[src/design/assert_macros.svh]
// ---------------------------------------------------------------------------
// Assertion macros
// Shared concurrent assertion helpers; define ASSERT_OFF to compile them out.
// ---------------------------------------------------------------------------
`ifndef ASSERT_MACROS_SVH
`define ASSERT_MACROS_SVH

`ifndef ASSERT_OFF
// property must hold at every clock edge outside reset
`define ASSERT_ALWAYS(lbl, clk, rst_n, prop) \
	lbl: assert property (@(posedge clk) disable iff (!rst_n) (prop)) \
		else $error("assertion failed");
// boolean expression must never be true outside reset
`define ASSERT_NEVER(lbl, clk, rst_n, expr) \
	lbl: assert property (@(posedge clk) disable iff (!rst_n) !(expr)) \
		else $error("forbidden condition seen");
`else
`define ASSERT_ALWAYS(lbl, clk, rst_n, prop)
`define ASSERT_NEVER(lbl, clk, rst_n, expr)
`endif

`endif

[src/design/olfb_pkg.sv]
// ---------------------------------------------------------------------------
// olfb_pkg
// Widths, codes, control word types and the microcode table of the list.
// ---------------------------------------------------------------------------
package olfb_pkg;

	localparam int DEPTH   = 16;
	localparam int IDX_W   = $clog2(DEPTH);
	localparam int CNT_W   = $clog2(DEPTH + 1);
	localparam int VAL_W   = 32;
	localparam int ELEM_W  = 31;
	localparam int STAT_W  = 3;
	localparam int TDATA_W = ((ELEM_W + 7) / 8) * 8;
	localparam int TUSER_W = STAT_W + 1;

	// result status codes
	localparam logic [STAT_W-1:0] STS_OK       = 3'd0;
	localparam logic [STAT_W-1:0] STS_NOTFOUND = 3'd1;
	localparam logic [STAT_W-1:0] STS_FULL     = 3'd2;
	localparam logic [STAT_W-1:0] STS_ENDED    = 3'd3;
	localparam logic [STAT_W-1:0] STS_IGNORED  = 3'd4;

	// microprogram steps
	localparam int NUM_STEPS = 26;
	localparam int STEP_W    = $clog2(NUM_STEPS);
	localparam logic [STEP_W-1:0] U_FETCH  = 5'd0;
	localparam logic [STEP_W-1:0] U_D_END  = 5'd1;
	localparam logic [STEP_W-1:0] U_D_ZERO = 5'd2;
	localparam logic [STEP_W-1:0] U_D_NEG  = 5'd3;
	localparam logic [STEP_W-1:0] U_D_FULL = 5'd4;
	localparam logic [STEP_W-1:0] U_D_EVEN = 5'd5;
	localparam logic [STEP_W-1:0] U_PB     = 5'd6;
	localparam logic [STEP_W-1:0] U_PF0    = 5'd7;
	localparam logic [STEP_W-1:0] U_PF1    = 5'd8;
	localparam logic [STEP_W-1:0] U_PF2    = 5'd9;
	localparam logic [STEP_W-1:0] U_PF3    = 5'd10;
	localparam logic [STEP_W-1:0] U_FULLST = 5'd11;
	localparam logic [STEP_W-1:0] U_ENDRUN = 5'd12;
	localparam logic [STEP_W-1:0] U_IGN    = 5'd13;
	localparam logic [STEP_W-1:0] U_R0     = 5'd14;
	localparam logic [STEP_W-1:0] U_R1     = 5'd15;
	localparam logic [STEP_W-1:0] U_R2     = 5'd16;
	localparam logic [STEP_W-1:0] U_R3     = 5'd17;
	localparam logic [STEP_W-1:0] U_RS1    = 5'd18;
	localparam logic [STEP_W-1:0] U_RS2    = 5'd19;
	localparam logic [STEP_W-1:0] U_RS3    = 5'd20;
	localparam logic [STEP_W-1:0] U_EM0    = 5'd21;
	localparam logic [STEP_W-1:0] U_EM1    = 5'd22;
	localparam logic [STEP_W-1:0] U_EM2    = 5'd23;
	localparam logic [STEP_W-1:0] U_EM3    = 5'd24;
	localparam logic [STEP_W-1:0] U_SINGLE = 5'd25;

	// jump conditions
	localparam logic [3:0] C_ALWAYS   = 4'd0;
	localparam logic [3:0] C_IN_VALID = 4'd1;
	localparam logic [3:0] C_ENDED    = 4'd2;
	localparam logic [3:0] C_ZERO     = 4'd3;
	localparam logic [3:0] C_NEG      = 4'd4;
	localparam logic [3:0] C_FULL     = 4'd5;
	localparam logic [3:0] C_EVEN     = 4'd6;
	localparam logic [3:0] C_IDX_ZERO = 4'd7;
	localparam logic [3:0] C_IDX_END  = 4'd8;
	localparam logic [3:0] C_MATCH    = 4'd9;
	localparam logic [3:0] C_LAST     = 4'd10;
	localparam logic [3:0] C_EMPTY    = 4'd11;

	// index register operations
	localparam logic [2:0] IX_HOLD = 3'd0;
	localparam logic [2:0] IX_ZERO = 3'd1;
	localparam logic [2:0] IX_CNT  = 3'd2;
	localparam logic [2:0] IX_INC  = 3'd3;
	localparam logic [2:0] IX_DEC  = 3'd4;

	// read address select
	localparam logic [1:0] RA_IDX = 2'd0;
	localparam logic [1:0] RA_M1  = 2'd1;
	localparam logic [1:0] RA_P1  = 2'd2;

	// count operations
	localparam logic [1:0] CN_HOLD = 2'd0;
	localparam logic [1:0] CN_INC  = 2'd1;
	localparam logic [1:0] CN_DEC  = 2'd2;

	// emit kinds
	localparam logic [1:0] EM_NONE   = 2'd0;
	localparam logic [1:0] EM_LIST   = 2'd1;
	localparam logic [1:0] EM_SINGLE = 2'd2;

	typedef struct packed {
		logic                wait_out;
		logic                accept;
		logic [2:0]          idx_op;
		logic [1:0]          ra_sel;
		logic                wr_en;
		logic                wa_cnt;
		logic                wd_val;
		logic [1:0]          cnt_op;
		logic                st_set;
		logic [STAT_W-1:0]   st_val;
		logic                set_end;
		logic [1:0]          emit;
	} dp_ctrl_t;

	typedef struct packed {
		logic [3:0]          cond;
		logic                inv;
		logic [STEP_W-1:0]   target;
		dp_ctrl_t            dp;
	} uop_t;

	typedef struct packed {
		logic in_valid;
		logic ended;
		logic zero;
		logic neg;
		logic full;
		logic even;
		logic idx_zero;
		logic idx_end;
		logic match;
		logic last;
		logic empty;
		logic out_busy;
	} dp_flags_t;

	// microcode table: one control word per step
	function automatic uop_t ucode(input logic [STEP_W-1:0] step);
		uop_t u;
		u = '0;
		u.inv = 1'b1;   // default: no jump, fall through
		case (step)
			U_FETCH: begin
				u.dp.accept = 1'b1;
				u.cond = C_IN_VALID; u.inv = 1'b1; u.target = U_FETCH;
			end
			U_D_END: begin
				u.cond = C_ENDED; u.inv = 1'b0; u.target = U_IGN;
			end
			U_D_ZERO: begin
				u.cond = C_ZERO; u.inv = 1'b0; u.target = U_ENDRUN;
			end
			U_D_NEG: begin
				u.cond = C_NEG; u.inv = 1'b0; u.target = U_R0;
			end
			U_D_FULL: begin
				u.cond = C_FULL; u.inv = 1'b0; u.target = U_FULLST;
			end
			U_D_EVEN: begin
				u.cond = C_EVEN; u.inv = 1'b0; u.target = U_PF0;
			end
			U_PB: begin
				u.dp.wr_en = 1'b1; u.dp.wa_cnt = 1'b1; u.dp.wd_val = 1'b1;
				u.dp.cnt_op = CN_INC;
				u.dp.st_set = 1'b1; u.dp.st_val = STS_OK;
				u.cond = C_ALWAYS; u.inv = 1'b0; u.target = U_EM0;
			end
			U_PF0: begin
				u.dp.idx_op = IX_CNT;
			end
			U_PF1: begin
				u.dp.ra_sel = RA_M1;
				u.cond = C_IDX_ZERO; u.inv = 1'b0; u.target = U_PF3;
			end
			U_PF2: begin
				u.dp.wr_en = 1'b1;
				u.dp.idx_op = IX_DEC;
				u.cond = C_ALWAYS; u.inv = 1'b0; u.target = U_PF1;
			end
			U_PF3: begin
				u.dp.wr_en = 1'b1; u.dp.wd_val = 1'b1;
				u.dp.cnt_op = CN_INC;
				u.dp.st_set = 1'b1; u.dp.st_val = STS_OK;
				u.cond = C_ALWAYS; u.inv = 1'b0; u.target = U_EM0;
			end
			U_FULLST: begin
				u.dp.st_set = 1'b1; u.dp.st_val = STS_FULL;
				u.cond = C_ALWAYS; u.inv = 1'b0; u.target = U_EM0;
			end
			U_ENDRUN: begin
				u.dp.set_end = 1'b1;
				u.dp.st_set = 1'b1; u.dp.st_val = STS_ENDED;
				u.cond = C_ALWAYS; u.inv = 1'b0; u.target = U_EM0;
			end
			U_IGN: begin
				u.dp.st_set = 1'b1; u.dp.st_val = STS_IGNORED;
				u.cond = C_ALWAYS; u.inv = 1'b0; u.target = U_SINGLE;
			end
			U_R0: begin
				u.dp.idx_op = IX_ZERO;
				u.dp.st_set = 1'b1; u.dp.st_val = STS_NOTFOUND;
			end
			U_R1: begin
				u.dp.ra_sel = RA_IDX;
				u.cond = C_IDX_END; u.inv = 1'b0; u.target = U_EM0;
			end
			U_R2: begin
				u.cond = C_MATCH; u.inv = 1'b0; u.target = U_RS1;
			end
			U_R3: begin
				u.dp.idx_op = IX_INC;
				u.cond = C_ALWAYS; u.inv = 1'b0; u.target = U_R1;
			end
			U_RS1: begin
				u.dp.ra_sel = RA_P1;
				u.dp.st_set = 1'b1; u.dp.st_val = STS_OK;
				u.cond = C_LAST; u.inv = 1'b0; u.target = U_RS3;
			end
			U_RS2: begin
				u.dp.wr_en = 1'b1;
				u.dp.idx_op = IX_INC;
				u.cond = C_ALWAYS; u.inv = 1'b0; u.target = U_RS1;
			end
			U_RS3: begin
				u.dp.cnt_op = CN_DEC;
				u.cond = C_ALWAYS; u.inv = 1'b0; u.target = U_EM0;
			end
			U_EM0: begin
				u.dp.idx_op = IX_ZERO;
				u.cond = C_EMPTY; u.inv = 1'b0; u.target = U_SINGLE;
			end
			U_EM1: begin
				u.dp.ra_sel = RA_IDX;
			end
			U_EM2: begin
				u.dp.wait_out = 1'b1;
				u.dp.emit = EM_LIST;
				u.dp.idx_op = IX_INC;
				u.dp.ra_sel = RA_P1;
				u.cond = C_LAST; u.inv = 1'b1; u.target = U_EM2;
			end
			U_EM3: begin
				u.cond = C_ALWAYS; u.inv = 1'b0; u.target = U_FETCH;
			end
			U_SINGLE: begin
				u.dp.wait_out = 1'b1;
				u.dp.emit = EM_SINGLE;
				u.cond = C_ALWAYS; u.inv = 1'b0; u.target = U_FETCH;
			end
			default: begin
				u.cond = C_ALWAYS; u.inv = 1'b0; u.target = U_FETCH;
			end
		endcase
		return u;
	endfunction

endpackage

[src/design/ordered_list_front_back_remove.sv]
// ---------------------------------------------------------------------------
// ordered_list_front_back_remove
// Ordered list with front insert, back insert and remove-first-match.
// ---------------------------------------------------------------------------
// The block holds an ordered list of up to olfb_pkg::DEPTH positive 31-bit
// values, empty after reset. Each input word is a signed 32-bit command:
// a negative value removes the first entry equal to its magnitude, a positive
// even value goes to the front, a positive odd value goes to the back, and
// zero ends the run. After every input the whole list is sent front to back,
// one output word per entry, tlast on the final one; an empty list (and every
// input after the end of the run) gives one word with element zero and tlast.
// tuser carries the list-empty flag and the status (ok, not found, full insert
// dropped, ended, ignored). One input word is taken at a time: s_tready is
// high only while the block waits for a command. Control is a microprogram
// stepping once per cycle, save while an output word cannot be placed, over
// a list memory with one write port and a registered read port. An input is
// fetched and then dispatched on its value. A front insert moves every entry
// one place back before it writes the value at the front; a removal scans
// from the front for the first match and then moves each later entry one
// place forward. Finally the list is sent entry by entry, or a single word
// is sent, and any output stall holds the sequence.
// The list memory needs no clearing after reset.
// ---------------------------------------------------------------------------
module ordered_list_front_back_remove (
	input  logic                          clk,
	input  logic                          arst_n,
	// command input
	input  logic                          s_tvalid,
	output logic                          s_tready,
	input  logic [olfb_pkg::VAL_W-1:0]    s_tdata,   // [31:0] value (signed)
	// list output
	output logic                          m_tvalid,
	input  logic                          m_tready,
	output logic [olfb_pkg::TDATA_W-1:0]  m_tdata,   // [30:0] element, [31] zero
	output logic                          m_tlast,   // is_last
	output logic [olfb_pkg::TUSER_W-1:0]  m_tuser    // [0] list_empty, [3:1] status
);

	olfb_pkg::dp_ctrl_t  ctl;
	olfb_pkg::dp_flags_t flags;
	logic                stall;

	// accept a command word only in the fetch step of the microprogram
	assign s_tready = ctl.accept;

	// sequencer: step counter, microcode table, jump on datapath flags
	olfb_seq u_seq (
		.clk    (clk),
		.arst_n (arst_n),
		.flags  (flags),
		.ctl    (ctl),
		.stall  (stall)
	);

	// datapath: list memory, count/index registers and output register
	olfb_dp u_dp (
		.clk      (clk),
		.arst_n   (arst_n),
		.ctl      (ctl),
		.stall    (stall),
		.s_tvalid (s_tvalid),
		.s_tdata  (s_tdata),
		.m_tready (m_tready),
		.flags    (flags),
		.m_tvalid (m_tvalid),
		.m_tdata  (m_tdata),
		.m_tlast  (m_tlast),
		.m_tuser  (m_tuser)
	);

endmodule

[src/design/olfb_seq.sv]
// ---------------------------------------------------------------------------
// olfb_seq
// Step counter, microcode lookup and conditional jump logic.
// ---------------------------------------------------------------------------
`include "assert_macros.svh"

module olfb_seq (
	input  logic                 clk,
	input  logic                 arst_n,
	input  olfb_pkg::dp_flags_t  flags,
	output olfb_pkg::dp_ctrl_t   ctl,
	output logic                 stall
);

	logic [olfb_pkg::STEP_W-1:0] step_q;
	logic [olfb_pkg::STEP_W-1:0] step_nxt;
	olfb_pkg::uop_t              u;
	logic                        cond_raw;
	logic                        take;

	assign u     = olfb_pkg::ucode(step_q);
	assign ctl   = u.dp;
	// hold the step while its output word cannot be placed
	assign stall = u.dp.wait_out && flags.out_busy;

	always_comb begin
		case (u.cond)
			olfb_pkg::C_ALWAYS:   cond_raw = 1'b1;
			olfb_pkg::C_IN_VALID: cond_raw = flags.in_valid;
			olfb_pkg::C_ENDED:    cond_raw = flags.ended;
			olfb_pkg::C_ZERO:     cond_raw = flags.zero;
			olfb_pkg::C_NEG:      cond_raw = flags.neg;
			olfb_pkg::C_FULL:     cond_raw = flags.full;
			olfb_pkg::C_EVEN:     cond_raw = flags.even;
			olfb_pkg::C_IDX_ZERO: cond_raw = flags.idx_zero;
			olfb_pkg::C_IDX_END:  cond_raw = flags.idx_end;
			olfb_pkg::C_MATCH:    cond_raw = flags.match;
			olfb_pkg::C_LAST:     cond_raw = flags.last;
			olfb_pkg::C_EMPTY:    cond_raw = flags.empty;
			default:              cond_raw = 1'b0;
		endcase
	end

	assign take = cond_raw ^ u.inv;

	always_comb begin
		if (stall) begin
			step_nxt = step_q;
		end else if (take) begin
			step_nxt = u.target;
		end else begin
			step_nxt = step_q + olfb_pkg::STEP_W'(1);
		end
	end

	always_ff @(posedge clk or negedge arst_n) begin
		if (!arst_n) begin
			step_q <= olfb_pkg::U_FETCH;
		end else begin
			step_q <= step_nxt;
		end
	end

	`ASSERT_ALWAYS(a_step_range, clk, arst_n, step_q < olfb_pkg::STEP_W'(olfb_pkg::NUM_STEPS))
	`ASSERT_ALWAYS(a_fetch_dispatch, clk, arst_n, (u.dp.accept && flags.in_valid) |=> (step_q == olfb_pkg::U_D_END))

endmodule

[src/design/olfb_dp.sv]
// ---------------------------------------------------------------------------
// olfb_dp
// List memory, count, index and status registers, and the output register.
// ---------------------------------------------------------------------------
`include "assert_macros.svh"

module olfb_dp (
	input  logic                          clk,
	input  logic                          arst_n,
	input  olfb_pkg::dp_ctrl_t            ctl,
	input  logic                          stall,
	input  logic                          s_tvalid,
	input  logic [olfb_pkg::VAL_W-1:0]    s_tdata,
	input  logic                          m_tready,
	output olfb_pkg::dp_flags_t           flags,
	output logic                          m_tvalid,
	output logic [olfb_pkg::TDATA_W-1:0]  m_tdata,
	output logic                          m_tlast,
	output logic [olfb_pkg::TUSER_W-1:0]  m_tuser
);

	logic                          go;
	logic [olfb_pkg::VAL_W-1:0]    val_q;
	logic [olfb_pkg::VAL_W-1:0]    mag;
	logic [olfb_pkg::CNT_W-1:0]    cnt_q;
	logic [olfb_pkg::CNT_W-1:0]    idx_q;
	logic [olfb_pkg::CNT_W-1:0]    idx_p1;
	logic [olfb_pkg::CNT_W-1:0]    idx_m1;
	logic                          ended_q;
	logic [olfb_pkg::STAT_W-1:0]   status_q;
	logic [olfb_pkg::ELEM_W-1:0]   mem_q [olfb_pkg::DEPTH];
	logic [olfb_pkg::ELEM_W-1:0]   rd_q;
	logic [olfb_pkg::IDX_W-1:0]    raddr;
	logic [olfb_pkg::IDX_W-1:0]    waddr;
	logic [olfb_pkg::ELEM_W-1:0]   wdata;
	logic                          out_valid_q;
	logic [olfb_pkg::ELEM_W-1:0]   elem_q;
	logic                          last_q;
	logic                          empty_q;
	logic [olfb_pkg::STAT_W-1:0]   ostat_q;

	assign go     = !stall;
	assign idx_p1 = idx_q + olfb_pkg::CNT_W'(1);
	assign idx_m1 = idx_q - olfb_pkg::CNT_W'(1);
	assign mag    = olfb_pkg::VAL_W'(0) - val_q;

	always_comb begin
		flags.in_valid = s_tvalid;
		flags.ended    = ended_q;
		flags.zero     = (val_q == '0);
		flags.neg      = val_q[olfb_pkg::VAL_W-1];
		flags.full     = (cnt_q == olfb_pkg::CNT_W'(olfb_pkg::DEPTH));
		flags.even     = !val_q[0];
		flags.idx_zero = (idx_q == '0);
		flags.idx_end  = (idx_q == cnt_q);
		flags.match    = ({1'b0, rd_q} == mag);
		flags.last     = (idx_p1 == cnt_q);
		flags.empty    = (cnt_q == '0);
		flags.out_busy = out_valid_q && !m_tready;
	end

	always_comb begin
		case (ctl.ra_sel)
			olfb_pkg::RA_IDX: raddr = idx_q[olfb_pkg::IDX_W-1:0];
			olfb_pkg::RA_M1:  raddr = idx_m1[olfb_pkg::IDX_W-1:0];
			olfb_pkg::RA_P1:  raddr = idx_p1[olfb_pkg::IDX_W-1:0];
			default:          raddr = idx_q[olfb_pkg::IDX_W-1:0];
		endcase
	end

	assign waddr = ctl.wa_cnt ? cnt_q[olfb_pkg::IDX_W-1:0] : idx_q[olfb_pkg::IDX_W-1:0];
	assign wdata = ctl.wd_val ? val_q[olfb_pkg::ELEM_W-1:0] : rd_q;

	// list memory: one write and one registered read per cycle, held while stalled
	always_ff @(posedge clk) begin
		if (go) begin
			if (ctl.wr_en) begin
				mem_q[waddr] <= wdata;
			end
			rd_q <= mem_q[raddr];
		end
	end

	always_ff @(posedge clk) begin
		if (ctl.accept && s_tvalid) begin
			val_q <= s_tdata;
		end
	end

	always_ff @(posedge clk) begin
		if (go) begin
			case (ctl.idx_op)
				olfb_pkg::IX_HOLD: idx_q <= idx_q;
				olfb_pkg::IX_ZERO: idx_q <= '0;
				olfb_pkg::IX_CNT:  idx_q <= cnt_q;
				olfb_pkg::IX_INC:  idx_q <= idx_p1;
				olfb_pkg::IX_DEC:  idx_q <= idx_m1;
				default:           idx_q <= idx_q;
			endcase
			if (ctl.st_set) begin
				status_q <= ctl.st_val;
			end
		end
	end

	always_ff @(posedge clk or negedge arst_n) begin
		if (!arst_n) begin
			cnt_q   <= '0;
			ended_q <= 1'b0;
		end else if (go) begin
			case (ctl.cnt_op)
				olfb_pkg::CN_HOLD: cnt_q <= cnt_q;
				olfb_pkg::CN_INC:  cnt_q <= cnt_q + olfb_pkg::CNT_W'(1);
				olfb_pkg::CN_DEC:  cnt_q <= cnt_q - olfb_pkg::CNT_W'(1);
				default:           cnt_q <= cnt_q;
			endcase
			if (ctl.set_end) begin
				ended_q <= 1'b1;
			end
		end
	end

	// output register: loads whenever the slot is free or being drained
	always_ff @(posedge clk or negedge arst_n) begin
		if (!arst_n) begin
			out_valid_q <= 1'b0;
		end else if (go && ctl.emit != olfb_pkg::EM_NONE) begin
			out_valid_q <= 1'b1;
		end else if (m_tready) begin
			out_valid_q <= 1'b0;
		end
	end

	always_ff @(posedge clk) begin
		if (go) begin
			case (ctl.emit)
				olfb_pkg::EM_LIST: begin
					elem_q  <= rd_q;
					last_q  <= flags.last;
					empty_q <= 1'b0;
					ostat_q <= status_q;
				end
				olfb_pkg::EM_SINGLE: begin
					elem_q  <= '0;
					last_q  <= 1'b1;
					empty_q <= flags.empty;
					ostat_q <= status_q;
				end
				default: begin
					elem_q  <= elem_q;
				end
			endcase
		end
	end

	assign m_tvalid = out_valid_q;
	assign m_tdata  = olfb_pkg::TDATA_W'(elem_q);
	assign m_tlast  = last_q;
	assign m_tuser  = {ostat_q, empty_q};

	`ASSERT_ALWAYS(a_cnt_bound, clk, arst_n, cnt_q <= olfb_pkg::CNT_W'(olfb_pkg::DEPTH))
	`ASSERT_NEVER(a_insert_full, clk, arst_n, go && (ctl.cnt_op == olfb_pkg::CN_INC) && flags.full)
	`ASSERT_ALWAYS(a_ended_sticky, clk, arst_n, ended_q |=> ended_q)

endmodule

[config.mk]
export PLATFORM = sky130hd
export DESIGN_NAME = ordered_list_front_back_remove
export DESIGN_NICKNAME = d
export VERILOG_FILES = /design/src/design/olfb_pkg.sv /design/src/design/ordered_list_front_back_remove.sv /design/src/design/olfb_seq.sv /design/src/design/olfb_dp.sv
export VERILOG_INCLUDE_DIRS = /design/src /design/src/design
export SDC_FILE = /design/constraint.sdc
export NUM_CORES = 1
export LEC_CHECK = 0
export BUFFER_PORTS_ARGS = -buffer_cell sky130_fd_sc_hd__clkbuf_2
export CORE_MARGIN = 10
export CORE_UTILIZATION = 60
export CTS_CLUSTER_DIAMETER = 200
export DETAILED_ROUTE_END_ITERATION = 16
export HOLD_SLACK_MARGIN = 0.06
export PLACE_DENSITY = 0.79
export SYNTH_ARGS = -nofsm -noshare
export SYNTH_HDL_FRONTEND = slang
export SYNTH_SLANG_ARGS = --single-unit
[constraint.sdc]
create_clock -name clk -period 5.2 [get_ports clk]
set_clock_uncertainty 0.05 [all_clocks]
set_input_delay 0.26 -clock clk [delete_from_list [all_inputs] [get_ports clk]]
set_output_delay 0.26 -clock clk [all_outputs]
set_load 0.05 [all_outputs]
# [Yosys cells after proc, flatten, opt, wreduce, memory -nomap -nowiden]
# Memory sizes are Yosys's and may differ from the RTL's. A register that Yosys moved wholly into a read port is not among the register bits.
# Cells that the tools add are included.
[word_totals] regBits=88 mem_bits_rw=496 in_bits=36 output_inout_bits=39 elab_cells=130 mem_count=1
[memory_table] name="u_dp.mem_q" words=16 width=31 read_ports=1 rd_clocked_by_memory_dff=1 write_ports=1 line_no="olfb_dp.sv:31" text="logic [olfb_pkg::ELEM_W-1:0] mem_q [olfb_pkg::DEPTH];"
[classes] n_addsub=6 n_eq_ne=49 muxes=27 n_bitwise=2 reduce_logical=34
[ops] cell="10-bit one-hot mux with 18 select lines" count=1
[ops] cell="31-bit one-hot mux with 2 select lines" count=1
[ops] cell="5-bit equality test, second input constant" count=10
[ops] cell="5-bit by 4-bit equality test with 1-bit output, second input constant" count=8
[ops] cell="31-bit by 32-bit equality test with 1-bit output" count=1
[ops] cell="32-bit logical NOT" count=1
[ops] cell="1-bit by 32-bit subtractor with 32-bit output, first input constant" count=1
[ops] cell="31-bit 2-to-1 mux" count=1
[ops] cell="5-bit by 3-bit equality test with 1-bit output, second input constant" count=4
[ops] cell="4-bit one-hot mux with 5 select lines" count=1
[ops] cell="5-bit one-hot mux with 4 select lines" count=1
[ops] cell="4-bit by 3-bit equality test with 1-bit output, second input constant" count=4
[ops] cell="4-bit equality test, second input constant" count=4
[ops] cell="5-bit by 1-bit adder with 5-bit output, second input constant" count=3
[ops] cell="5-bit logical NOT" count=3
[ops] cell="1-bit one-hot mux with 12 select lines" count=1
[ops] cell="2-bit one-hot mux with 2 select lines" count=3
[ops] cell="3-bit one-hot mux with 4 select lines" count=1
[ops] cell="2-bit AND reduction" count=6
[ops] cell="1-bit 2-to-1 mux" count=11
[ops] cell="5-bit by 2-bit equality test with 1-bit output, second input constant" count=2
[ops] cell="5-bit equality test" count=2
[ops] cell="5-bit one-hot mux with 2 select lines" count=1
[ops] cell="2-bit OR reduction" count=5
[ops] cell="23 further kinds" count=42

# [Depth between registers and ports, before layout]
# Gate-level depths: netlist of the first run.
[depth] word_depth=7 mapped_depth=16 mapped_depth_nobuf=13

# [Modules after synthesis]
# From an unflattened synthesis of the first run, not the netlist that was laid out.
[unflattened] cells_unflattened=1445 hier_area_um2=25951.1
[by_module_without_submodules] mod="olfb_dp" n_inst=1 cells_each=1295 area_each_um2=24860.1 seq_area_each_um2=18282.5
[by_module_without_submodules] mod="olfb_seq" n_inst=1 cells_each=150 area_each_um2=1091.0 seq_area_each_um2=125.1

# [Least setup slack after synthesis of the first run]
# Ideal clock, no wire load.
[synth_timing] path_type="flip-flop to flip-flop" startpoint="reg u_seq.step_q[2] in the netlist's numbering" endpoint="reg u_dp.val_q[0] in the netlist's numbering, enable pin" arrival_time_ns=4.063 required_ns=4.648 setup_slack_ns=0.585 path_stages_with_launch=5 path_buffers=3 synth_period_minus_slack_ns=4.615 path_cell_list="dfrtp_1 > buf_2 > buf_2 > clkbuf_1 > nor4_1"
[synth_between] elab_chain_len=3
[synth_rtl] element="from (decl)" line_no="olfb_seq.sv:15" text="logic [olfb_pkg::STEP_W-1:0] step_q;"
[synth_rtl] element="from (signal assigned)" line_no="olfb_seq.sv:58" text="step_q <= olfb_pkg::U_FETCH;"
[synth_rtl] element="from (signal assigned)" line_no="olfb_seq.sv:60" text="step_q <= step_nxt;"
[synth_rtl] element="5-bit logical NOT" line_no="olfb_pkg.sv:131" text="case (step)"
[synth_rtl] element="1-bit 2-to-1 mux" line_no="olfb_pkg.sv:131"
[synth_rtl] element="1-bit logical AND" line_no="olfb_dp.sv:85" text="if (ctl.accept && s_tvalid) begin"
[synth_rtl] element="to (signal assigned)" line_no="olfb_dp.sv:86" text="val_q <= s_tdata;"
[synth_rtl] element="to (decl)" line_no="olfb_dp.sv:23" text="logic [olfb_pkg::VAL_W-1:0] val_q;"
# No other way between the ends.
# A chain may end at the register's enable or synchronous reset.

# [Worst setup path after layout of the first run]
[layout_timing] startpoint="reg u_seq.step_q[0] in the netlist's numbering" endpoint="reg u_dp.rd_q[26] in the netlist's numbering, read port of u_dp.mem_q (data pin)"
[layout_between] elab_chain_len=5 elab_cells_between_ends=13
[layout_rtl] element="5-bit equality test" line_no="olfb_pkg.sv:131"
[layout_rtl] element="2-bit OR reduction (no line)"
[layout_rtl] element="2-bit one-hot mux with 2 select lines or 1-bit 2-to-1 mux (tied branches)" line_no="olfb_pkg.sv:131"
[layout_rtl] element="2-bit equality test (tied with other cells)" line_no="olfb_dp.sv:63" text="case (ctl.ra_sel)"
[layout_rtl] element="4-bit one-hot mux with 2 select lines or 1-bit logical NOT (tied branches)"
[layout_rtl] element="to (decl)" line_no="olfb_dp.sv:32" text="logic [olfb_pkg::ELEM_W-1:0] rd_q;"
# Several ways; a longest one is shown, not always the timed one.

==> flow_metrics.tcl, run 1 <==
set metrics [dict create \
    ir_drop_uv 396 \
    fp.dieArea_sq_mm 0.0517 \
    slew-limit-headroom_pct 21.4 \
    num_rows 75 \
    ys_async_sr_fraction_pct 1.95 \
    synth-edff-count 603 \
    hold_violations 0 \
    vias 14763 \
    drv_slew 0 \
    cts_tree "done" \
    r2r-start "u_seq.step_q[0]" \
    start_kind "flop" \
    io-pin-count 75 \
    clk_latency_ns 0.61 \
    p_leak_nw 9.61 \
    drcViolationCount 0 \
    diodes 0 \
    setup_viol 0 \
    fin_crit_sh_pct 86.2 \
    maxCapViolations 0 \
    yosysTopAreaCell "edfxtp_1" \
    die_x_microns 227 \
    numPortBuffers 73 \
    place_congestion 0.918 \
    cts_setup_buffers 0 \
    post-place-ws_ns 0.774 \
    die_h_microns 227 \
    ys_warn_count 0 \
    antenna_found_initial 0 \
    worstPathRequired_ns 5.49 \
    synth-seq-cells 615 \
    syn_area_sq_mm 0.0258 \
    core_sq_mm 0.0422 \
    r2r-end "u_dp.rd_q[26]" \
    finalNetCount 1674 \
    r2r.worst_path.cells 11 \
    ys.flop_type "edfxtp_1" \
    path_class "flop to flop" \
    path_clk_slew_ns 0.06 \
    synthTopCellsByArea "edfxtp_1 (70%), mux4_2 (11%), nand2_1 (1.4%), mux2_2 (1.3%), dfrtp_1 (1.2%)" \
    ys_types 79 \
    synth_nets 1537 \
    finalPower_mw 17.9 \
    area_growth_pct 13.5 \
    crit_fanout 23 \
    rsz0062_at_grt "false" \
    power.density_mw_per_mm2 612 \
    grt_start_max_net_pins 37 \
    drtAntennaViolNets 0 \
    critPathArrivalTime_ns 4.77 \
    hpwlAfterDp_microns 37800 \
    cp-end-kind "flop" \
    timing.fmax_mhz 223 \
    gr-total-overflow 0 \
    routed_wirelength_microns 65500 \
    synth_seq_area_share_pct 71.4 \
    numCtsBuffers 57 \
    cts_max_path_buffers 3 \
    fin_crit_ns 4.48 \
    finalSetupTns_ns 0 \
    ctsRootBufferMaster "clkbuf_16" \
    setup_slack_ns 0.716 \
    yosysTopAreaCellShare_pct 70.2 \
    syn_inst 1483 \
    run_status "finished clean" \
    grt_pass1_wl_microns 96400 \
    worst_hold_path_type "input pin to async pin" \
    routedWlPerCell_microns 29.8 \
    drive_gt1_share_pct 23.5 \
    dr.pass1.iters 5 \
    grtUsageTotal_pct 25.7 \
    start_util_pct 61.1 \
    cts.sinks 615 \
    tightest_slew_ns 1.18 \
    postSynthAreaPerCell_sq_um 17.4 \
    r2r_slack_ns 0.72 \
    viasPerCell 6.71 \
    drt-initial-drc-count 2065 \
    htree_levels 2 \
    grt_pass1_vias 14840 \
]
critical path, cell delays in order (launching register included):
cell and delay (ns):
dfrtp_1 0.44, ha_1 0.50, nand2_1 0.22, a21boi_1 0.38
ha_1 0.41, nor3_1 0.14, a21oi_4 0.66, buf_12 0.32
mux4_2 0.54, and2_1 0.18, a211oi_1 0.26, a31oi_1 0.08
sequential cells by signal (all words and copies together) (netlist names):
name,cells
u_dp.m_tvalid,1
u_dp.idx_q,5
u_dp.status_q,3
u_dp.m_tlast,1
u_dp.val_q,32
u_seq.step_q,5
u_dp.cnt_q,5
u_dp.empty_q,1
u_dp.mem_q,496
u_dp.elem_q,31
u_dp.ended_q,1
u_dp.rd_q,31
u_dp.ostat_q,3
cell families after synthesis:
group | Yosys count | synth area share [%]
flip-flops | 615 | 71.4
AND/OR/NAND/NOR | 340 | 6.82
AO/OA/AOI/OAI | 182 | 4.90
multiplexers | 161 | 12.4
buffers and inverters | 109 | 1.64
XOR/XNOR | 57 | 1.94
adder cells (fa/ha/maj) | 18 | 0.902
other | 1 | 0.0145
per-layer routing:
layer / global-route usage [%] / vias to the layer above / share of wire, %
met4: 11.8 / 0 / 4.3
li1: - / 6184 / -
met5: 0 / - / 0
met1: 34.7 / 7501 / 37
met2: 40.8 / 919 / 49
met3: 4.36 / 159 / 9.8
synthesized netlist by cell type (6+ instances only):
cell	n
edfxtp_1	603
mux4_2	124
nand2_1	94
clkbuf_1	70
nor2_1	58
a211oi_1	39
a31oi_1	38
nor2b_1	37
and2_1	31
mux2_2	30
xor2_1	30
nand3_1	29
nor3_1	29
xnor2_1	27
inv_1	25
a21oi_1	24
o21ai_0	21
ha_1	17
nor4_1	15
dfrtp_1	12
a21o_1	8
nand2b_1	8
or3_1	8
buf_1	7
mux2i_1	6
where the power goes:
| group | total, mW | leakage [nW] | switching (mW) | internal (mW) |
|---|---|---|---|---|
| clock | 3.98 | 0.849 | 1.76 | 2.22 |
| combinational | 6.61 | 3.14 | 3.93 | 2.68 |
| sequential | 7.31 | 5.62 | 0.495 | 6.82 |
| total | 17.9 | 9.61 | 6.18 | 11.7 |
metrics by stage:
| stage | instance area, sq um | hold slack [ns] | util, % | std cells |
|---|---|---|---|---|
| after floorplan | 25800 | -0.0856 | - | 1483 |
| after global placement | 27200 | 0.151 | 64.4 | 2066 |
| after detailed placement | 27200 | 0.155 | 64.4 | 2066 |
| after CTS | 29300 | 0.0659 | 69.3 | 2200 |
| after global routing | 29300 | 0.0925 | 69.3 | 2200 |
| final | 29300 | 0.0696 | 69.3 | 2200 |
what timing repair did:
| item | CTS | global route |
|---|---|---|
| hold buffers | 34 | 0 |
| resized for setup | 0 | 0 |
| hold endpoints to repair | 45 | 0 |
cell type report:
| type | instances | area, sq um |
|---|---|---|
| fill | 2597 | 12900 |
| tap | 539 | 674 |
| clock inverter | 30 | 244 |
| multi-input combinational | 759 | 7120 |
| clock buffer | 70 | 1500 |
| sequential | 615 | 18400 |
| inverter | 26 | 97.6 |
| timing repair buffer | 161 | 1240 |
placed cells by master (no fill, tap or decap), types with 6 or more instances in the layout:
master         count
dfrtp_1           12
mux2_2            30
or3_1              8
dlygate4sd3_1     34
a211oi_1          39
nor3_1            29
inv_1             24
clkinv_2           8
buf_12            10
clkbuf_1          12
xor2_1            30
nand2_1           94
ha_1              17
nor2b_1           37
mux2i_1            6
edfxtp_1         603
mux4_2           124
xnor2_1           27
nor2_1            42
nand2b_1           8
nor2_4            16
clkbuf_16         58
a21oi_1           22
nand3_1           26
a21o_1             8
and2_1            30
a31oi_1           38
o21ai_0           21
buf_4             44
nor4_1            14
clkinv_1          17
clkbuf_2          73
worst max-delay path by stage:
| stage | slack [ns] | from | endpoint | cells past startpoint |
|---|---|---|---|---|
| floorplan | 0.59 | u_seq.step_q[2] | u_dp.val_q[0] | 4 |
| global placement | 0.91 | u_seq.step_q[0] | u_dp.rd_q[13] | 11 |
| detailed placement | 0.77 | u_seq.step_q[0] | u_dp.rd_q[30] | 11 |
| CTS | 0.72 | u_seq.step_q[0] | u_dp.rd_q[26] | 11 |
| global route | 0.44 | u_seq.step_q[0] | u_dp.rd_q[27] | 13 |
| finish | 0.72 | u_seq.step_q[0] | u_dp.rd_q[26] | 11 |
No activity file was read; power rests on OpenSTA's default activity.
==> inputs of run 2 (changes only) <==
--- a/config.mk
+++ b/config.mk
@@ -12,6 +12,7 @@
 export CTS_CLUSTER_DIAMETER = 200
 export DETAILED_ROUTE_END_ITERATION = 16
 export HOLD_SLACK_MARGIN = 0.06
+export MAX_ROUTING_LAYER = met4
 export PLACE_DENSITY = 0.79
 export SYNTH_ARGS = -nofsm -noshare
 export SYNTH_HDL_FRONTEND = slang
==> flow_metrics.tcl, run 2 (same netlist as run 1, synthesis figures left out) <==
set metrics [dict create \
    multiInputGateArea_sq_mm 0.00712 \
    start_util_pct 61.1 \
    hold_violations 0 \
    fin_crit_sh_pct 85.1 \
    whs_ns 0.267 \
    core_sq_mm 0.0422 \
    largest_reg_flops 496 \
    drcViolationCount 0 \
    final_common_cell "edfxtp_1" \
    cts.sinks 615 \
    die_x_microns 227 \
    gr-total-overflow 0 \
    io-pin-count 75 \
    vias 14941 \
    busiest_layer "met2" \
    grtUsageTotal_pct 26.7 \
    viasPerCell 6.79 \
    finalNetCount 1668 \
    drtAntennaViolNets 0 \
    setup_viol 0 \
    top_register "u_dp.mem_q" \
    power.density_mw_per_mm2 614 \
    r2r-start "u_seq.step_q[2]" \
    tightest_slew_ns 1.09 \
    area_growth_pct 13.9 \
    cts_max_path_buffers 3 \
    timing.fmax_mhz 226 \
    place_congestion 0.937 \
    post-place-ws_ns 0.866 \
    critPathArrivalTime_ns 4.71 \
    place_inst 2058 \
    ir_drop_uv 558 \
    cts_tree "done" \
    p_leak_nw 9.65 \
    layout_common_cells "edfxtp_1 (603), mux4_2 (124), nand2_1 (94)" \
    top_regs "u_dp.mem_q: 496 flops, u_dp.val_q: 32 flops" \
    dr.pass1.iters 7 \
    use_met1_pct 34.3 \
    drive_gt1_share_pct 24.0 \
    fill_cells 2576 \
    drt-initial-drc-count 1908 \
    cp-end-kind "flop" \
    fp.dieArea_sq_mm 0.0517 \
    crit_fanout 61 \
    cts_setup_buffers 0 \
    hold_depth 4 \
    drv_slew 0 \
    fin_crit_ns 4.42 \
    grt_pass1_wl_microns 97300 \
    die_h_microns 227 \
    num_rows 75 \
    cp-startpoint "u_seq.step_q[2]" \
    grt_pass1_vias 14884 \
    path_clk_slew_ns 0.07 \
    fin_util_pct 69.6 \
    htree_levels 2 \
    met3_usage_pct 5.39 \
    ctsRootBufferMaster "clkbuf_16" \
    routedWlPerCell_microns 29.8 \
    rsz0062_at_grt "false" \
    worst_hold_path_type "input pin to flop" \
    start_kind "flop" \
    path_class "flop to flop" \
    finalSetupTns_ns 0 \
    grtUsageMet2_pct 41.5 \
    maxCapViolations 0 \
    slew-limit-headroom_pct 27.5 \
    routed_wirelength_microns 65400 \
    antenna_found_initial 0 \
    grt_start_max_net_pins 62 \
    run_status "finished clean" \
    setup_slack_ns 0.776 \
    numPortBuffers 73 \
    worstPathRequired_ns 5.49 \
    cts_resized 0 \
    numCtsBuffers 58 \
    r2r.worst_path.cells 10 \
    seq_area_sq_mm 0.0184 \
    stdcell_count 2199 \
    diodes 0 \
    holdCritStartpoint "s_tvalid" \
    hpwlAfterDp_microns 37300 \
    clk_latency_ns 0.64 \
]
==> run 2: changes by cell type in the layout (fill, tap and decap cells not counted), moves of 2 or more <==
cell | before | now
clkinv_1 | 17 | 8
buf_12 | 10 | 8
clkinv_2 | 8 | 10
clkbuf_8 | 0 | 6
inv_6 | 0 | 3
clkinvlp_4 | 1 | 3
buf_4 | 44 | 38
==> run 2: path summary, 6_finish.rpt <==
kind | slack (ns) | to
setup / recovery | 0.78 | u_dp.rd_q[28]
max in group asynchronous | 3.93 | u_dp.m_tvalid
hold / removal | 0.27 | u_dp.val_q[4]
min in group asynchronous | 0.72 | u_seq.step_q[3]
setup reg to reg | 0.78 | u_dp.rd_q[28]
hold reg to reg | 0.38 | u_dp.ostat_q[1]
==> run 2: timing repair <==
action                                  CTS  global route
hold buffers                             35             0
endpoints found under the hold margin    45             0
endpoints found under the setup margin    0             0
==> run 2: worst max-delay path: stages (launching register included) <==
cell and delay [ns]:
dfrtp_1 0.95, nand2_1 0.29, a21boi_1 0.42, ha_1 0.41
nor3_1 0.14, a21oi_4 0.25, buf_12 0.41, mux4_2 0.58
and2_1 0.18, a211oi_1 0.26, a31oi_1 0.08
==> run 2: cell type report <==
type                    instances  area share, %
flip-flops and latches        615           62.7
multi-input cells             759           24.3
clock buffers                  75           5.36
repair buffers                154           3.95
well taps                     539           2.30
clock inverters                31           1.15
inverters                      26          0.332
==> run 2: report_power, final <==
group / switching, mW / internal [mW] / total (mW)
combinational: 3.86 / 2.59 / 6.45
clock: 1.86 / 2.40 / 4.26
sequential: 0.512 / 6.82 / 7.33
==> run 2: through the flow <==
stage / power (mW) / cell area (sq um)
CTS: 18.0 / 29400
detailed placement: 13.8 / 27100
global route: 18.8 / 29400
finish: 18.0 / 29400
global placement: 13.5 / 27100
floorplan: 11.9 / 25800
==> run 2: metal layers <==
layer  vias up  part of all wire, %  wire (microns)
li1       6184                    -               -
met1      7594                   37           24100
met2       996                   49           31800
met3       167                   10            6850
met4         0                  4.0            2590
met5         -                    0               0
